`config.mk`:
```
export PLATFORM = sky130hd
export DESIGN_NAME = bfa_map_ram
export DESIGN_NICKNAME = d
export VERILOG_FILES = /design/src/rtl/bitmap_frame_allocator_unit_macros.svh /design/src/rtl/bfa_map_ram.sv
export SDC_FILE = /design/constraint.sdc
export NUM_CORES = 2
export LEC_CHECK = 0
export CORE_MARGIN = 5
export CORE_UTILIZATION = 40
export CTS_CLUSTER_SIZE = 12
export DETAILED_ROUTE_END_ITERATION = 8
export DONT_BUFFER_PORTS = 1
export GPL_ROUTABILITY_DRIVEN = 0
export PLACE_DENSITY = 0.54
export SYNTH_ARGS = -nofsm -noshare
export SYNTH_HDL_FRONTEND = slang
export SYNTH_SLANG_ARGS = --single-unit
export TNS_END_PERCENT = 5
```
`constraint.sdc`:
```
create_clock -name clk -period 4.6 [get_ports clk]
set_input_delay 0.46 -clock clk [delete_from_list [all_inputs] [get_ports clk]]
set_output_delay 0.46 -clock clk [all_outputs]
set_load 0.1 [all_outputs]
```
`src/rtl/bitmap_frame_allocator_unit_macros.svh`:
```
// assertion macros for the bitmap frame allocator
// no dependencies
`ifndef BITMAP_FRAME_ALLOCATOR_UNIT_MACROS_SVH
`define BITMAP_FRAME_ALLOCATOR_UNIT_MACROS_SVH
`ifndef SYNTHESIS
`define BFA_ASSERT(lbl, clk_s, rst_s, prop) \
  lbl: assert property (@(posedge clk_s) disable iff (rst_s) (prop)) else $error("lbl failed");
`define BFA_ASSERT_ALWAYS(lbl, clk_s, prop) \
  lbl: assert property (@(posedge clk_s) (prop)) else $error("lbl failed");
`else
`define BFA_ASSERT(lbl, clk_s, rst_s, prop)
`define BFA_ASSERT_ALWAYS(lbl, clk_s, prop)
`endif
`endif

```
`src/rtl/bfa_map_ram.sv`:
```
// frame map storage: one write port, one registered read port
// depends on nothing but its parameters
`default_nettype none
module bfa_map_ram #(
  parameter int unsigned DEPTH = 128,
  parameter int unsigned WIDTH = 32
) (
  input  wire logic                     clk,
  input  wire logic                     we,
  input  wire logic [$clog2(DEPTH)-1:0] waddr,
  input  wire logic [WIDTH-1:0]         wdata,
  input  wire logic [$clog2(DEPTH)-1:0] raddr,
  output logic      [WIDTH-1:0]         rdata
);
  logic [WIDTH-1:0] mem [DEPTH];

  always_ff @(posedge clk) begin
    if (we) mem[waddr] <= wdata;
    rdata <= mem[raddr];
  end
endmodule
`default_nettype wire
```
==> impl_metrics.ini <==
[run_status]
status = complete, but fails checks
violations = negative setup slack

[worst_setup_path]
crit_path_end_kind = register
arrival_ps = 5440
path_buf_inv = 4
start_kind = input port
cp.required_ps = 5440
cpPeakStageDelay_ps = 700
path_delay_family = buffers and inverters
crit_type = in -> reg
worstPathCellList = buf_16 -> buf_16 -> buf_16 -> mux4_2 -> mux4_2 -> mux4_2 -> mux2_2 -> dlygate4sd3_1
worst_path_max_delay_cell = buf_16
path_max_fanout = 188

[synthesis]
ys_seq_area_frac = 0.7912
syn_avg_cell_area_sq_um = 26.09
syn-cell-area_sq_um = 156300
synthCells = 5990
synthDistinctLibCells = 17
ys_warn_count = 0
yosys-top-cells-area = edfxtp_1 (79%), mux4_2 (19%), clkbuf_1 (0.44%)
synth_top_cell_by_area = edfxtp_1
syn-num-nets = 6038
synth-edff-count = 4096
synthMostInstantiatedCell = edfxtp_1
ys_ff_latch = 4128
async_flop_share = 0
synth_common_cells = edfxtp_1 (4,096), mux4_2 (1,344), clkbuf_1 (182)
netlist.area_leader.share = 0.7871
synthFlopType = edfxtp_1

[routing]
drt_wl_total_microns = 438200
vias = 70249
ant_nets = 0
drt_iter0_drc = 9611
detail_route.wl_per_cell_microns = 36.64
drtPass1Iterations = 6
drc = 0
via_per_inst = 5.874

[global_route]
grt_util_all_layers = 0.2147
antenna_found_initial = 36
grt_pass1_wl_microns = 605600
grt-ovfl-total = 0
first_global_vias = 72296
grt_max_degree = 1025

[floorplanning]
dieArea_sq_um = 403300
die_width_microns = 635.1
initial_utilization = 0.4016
io_pins = 80
core_area_sq_um = 389100
die_h_microns = 635.1
num_rows = 229

[layout]
final_cells = 11960
nets = 6481
drive_gt1_frac = 0.3461
design_area_sq_um = 179000
area_growth_pct = 14.55

[sta]
min_period_over_period = 1.000
hold_viol = 0
layout_setup_ws_ps = -1.337
fin_skew_ps = 38.15
period_minus_slack_ps = 4601
slew_violations = 0
fmax_mhz = 217.3
final.setup.tns_ps = -1.337
worst_slew_pin_slew_ps = 1477
fin_hold_ws_ps = 81.69
rsz0062_at_grt = no
slew_headroom = 0.01419
setup_viol = 1

[clock_tree]
clock_latency_ps = 960
htreeDepth = 5
cts_buffer_depth = 4
ctsResizeCount = 0
path_clk_slew_ps = 60
cts_tree = yes
post-cts-setup-buffers = 0
root_buffer = clkbuf_16
cts_sinks = 4128
numCtsBuffers = 423

[hold_path]
hold_path_class = in -> reg

[power_and_ir_drop]
p_leak_uw = 0.05419
vdd_drop_max_uv = 299.9
power_density_nw_per_um2 = 434.4

[placed_design]
dp.cells = 11127
post-place-ws_ps = 563.6
io_buffers = 0
place.detailed.hpwl_microns = 227200
dpl-instance-area_sq_um = 165000

[run]
drv_cap = 0
per-stage QoR:
| step | utilization | power, uW |
|---|---|---|
| 2_1_floorplan | - | 44770 |
| 3_3_place_gp | 0.4240 | 45870 |
| 3_5_place_dp | 0.4240 | 45870 |
| 4_1_cts | 0.4594 | 78210 |
| 5_1_grt | 0.4600 | 80060 |
| 6_report | 0.4601 | 77760 |
state kept, by name (all words and copies together) (netlist names):
register and count:
rdata 32, mem 4096
area by class of cell:
type                       instances  area [sq um]
fill                           31880        210100
sequential                      4128        123700
multi-input combinational       1546         32290
clock buffer                     565         11380
tap                             5197          6502
timing repair buffer             334          3996
clock inverter                   167          1122
antenna                           23         57.56
report_power, final:
part           switching, uW  internal, uW  leakage [uW]
combinational           2440          1600        0.0110
clock                  14000         17700       0.00609
sequential               423         41600        0.0371
layer usage:
layer	vias to the layer above	GRT usage	share of wire	wire length [microns]
met5	-	0	0.00012	54
met4	8	0.06057	0.031	13520
met3	572	0.02916	0.065	28440
met2	2785	0.3610	0.50	220000
met1	39547	0.2961	0.40	176200
li1	27337	-	-	-
repair_timing:
action,in CTS,in global routing
hold endpoints to repair,4129,0
setup endpoints to repair,0,2
hold buffers,71,0
path summary, 6_finish.rpt:
kind                    startpoint               endpoint  slack (ps)  cells after the start
min reg2reg  mem[82][13]$_DFFE_PP_      rdata[13]$_DFF_P_        1150                      4
min                      wdata[19]  mem[92][19]$_DFFE_PP_          80                      1
max reg2reg  mem[116][4]$_DFFE_PP_       rdata[4]$_DFF_P_        1400                      5
max                       raddr[2]      rdata[14]$_DFF_P_          -1                      8
cell usage in the layout (no fill, tap or decap):
master	synthesis	layout
buf_12	0	46
buf_16	0	40
buf_4	3	209
bufinv_16	0	8
clkbuf_1	182	126
clkbuf_16	0	433
clkbuf_8	0	7
clkinv_1	0	95
clkinv_16	0	2
clkinv_2	0	45
clkinv_4	0	1
clkinv_8	0	5
clkinvlp_4	0	2
dfxtp_1	32	17
dfxtp_2	0	15
diode_2	0	23
dlygate4sd3_1	0	38
edfxtp_1	4096	4096
inv_16	0	5
inv_6	0	4
mux2_2	32	32
mux4_2	1344	1344
nand2_1	14	11
nand2_2	0	3
nand2b_1	2	2
nand3_1	12	8
nand3_2	0	4
nand4_1	3	3
nor2_1	122	3
nor2_4	0	119
nor2b_1	7	7
nor3_2	0	9
or3_1	1	1
cells by family after synthesis:
kind of cell,synth area share
buf+inv,0.008391
flops,0.7912
mux,0.1960
simple gates,0.004460
Power figures use the tool's default switching activity.
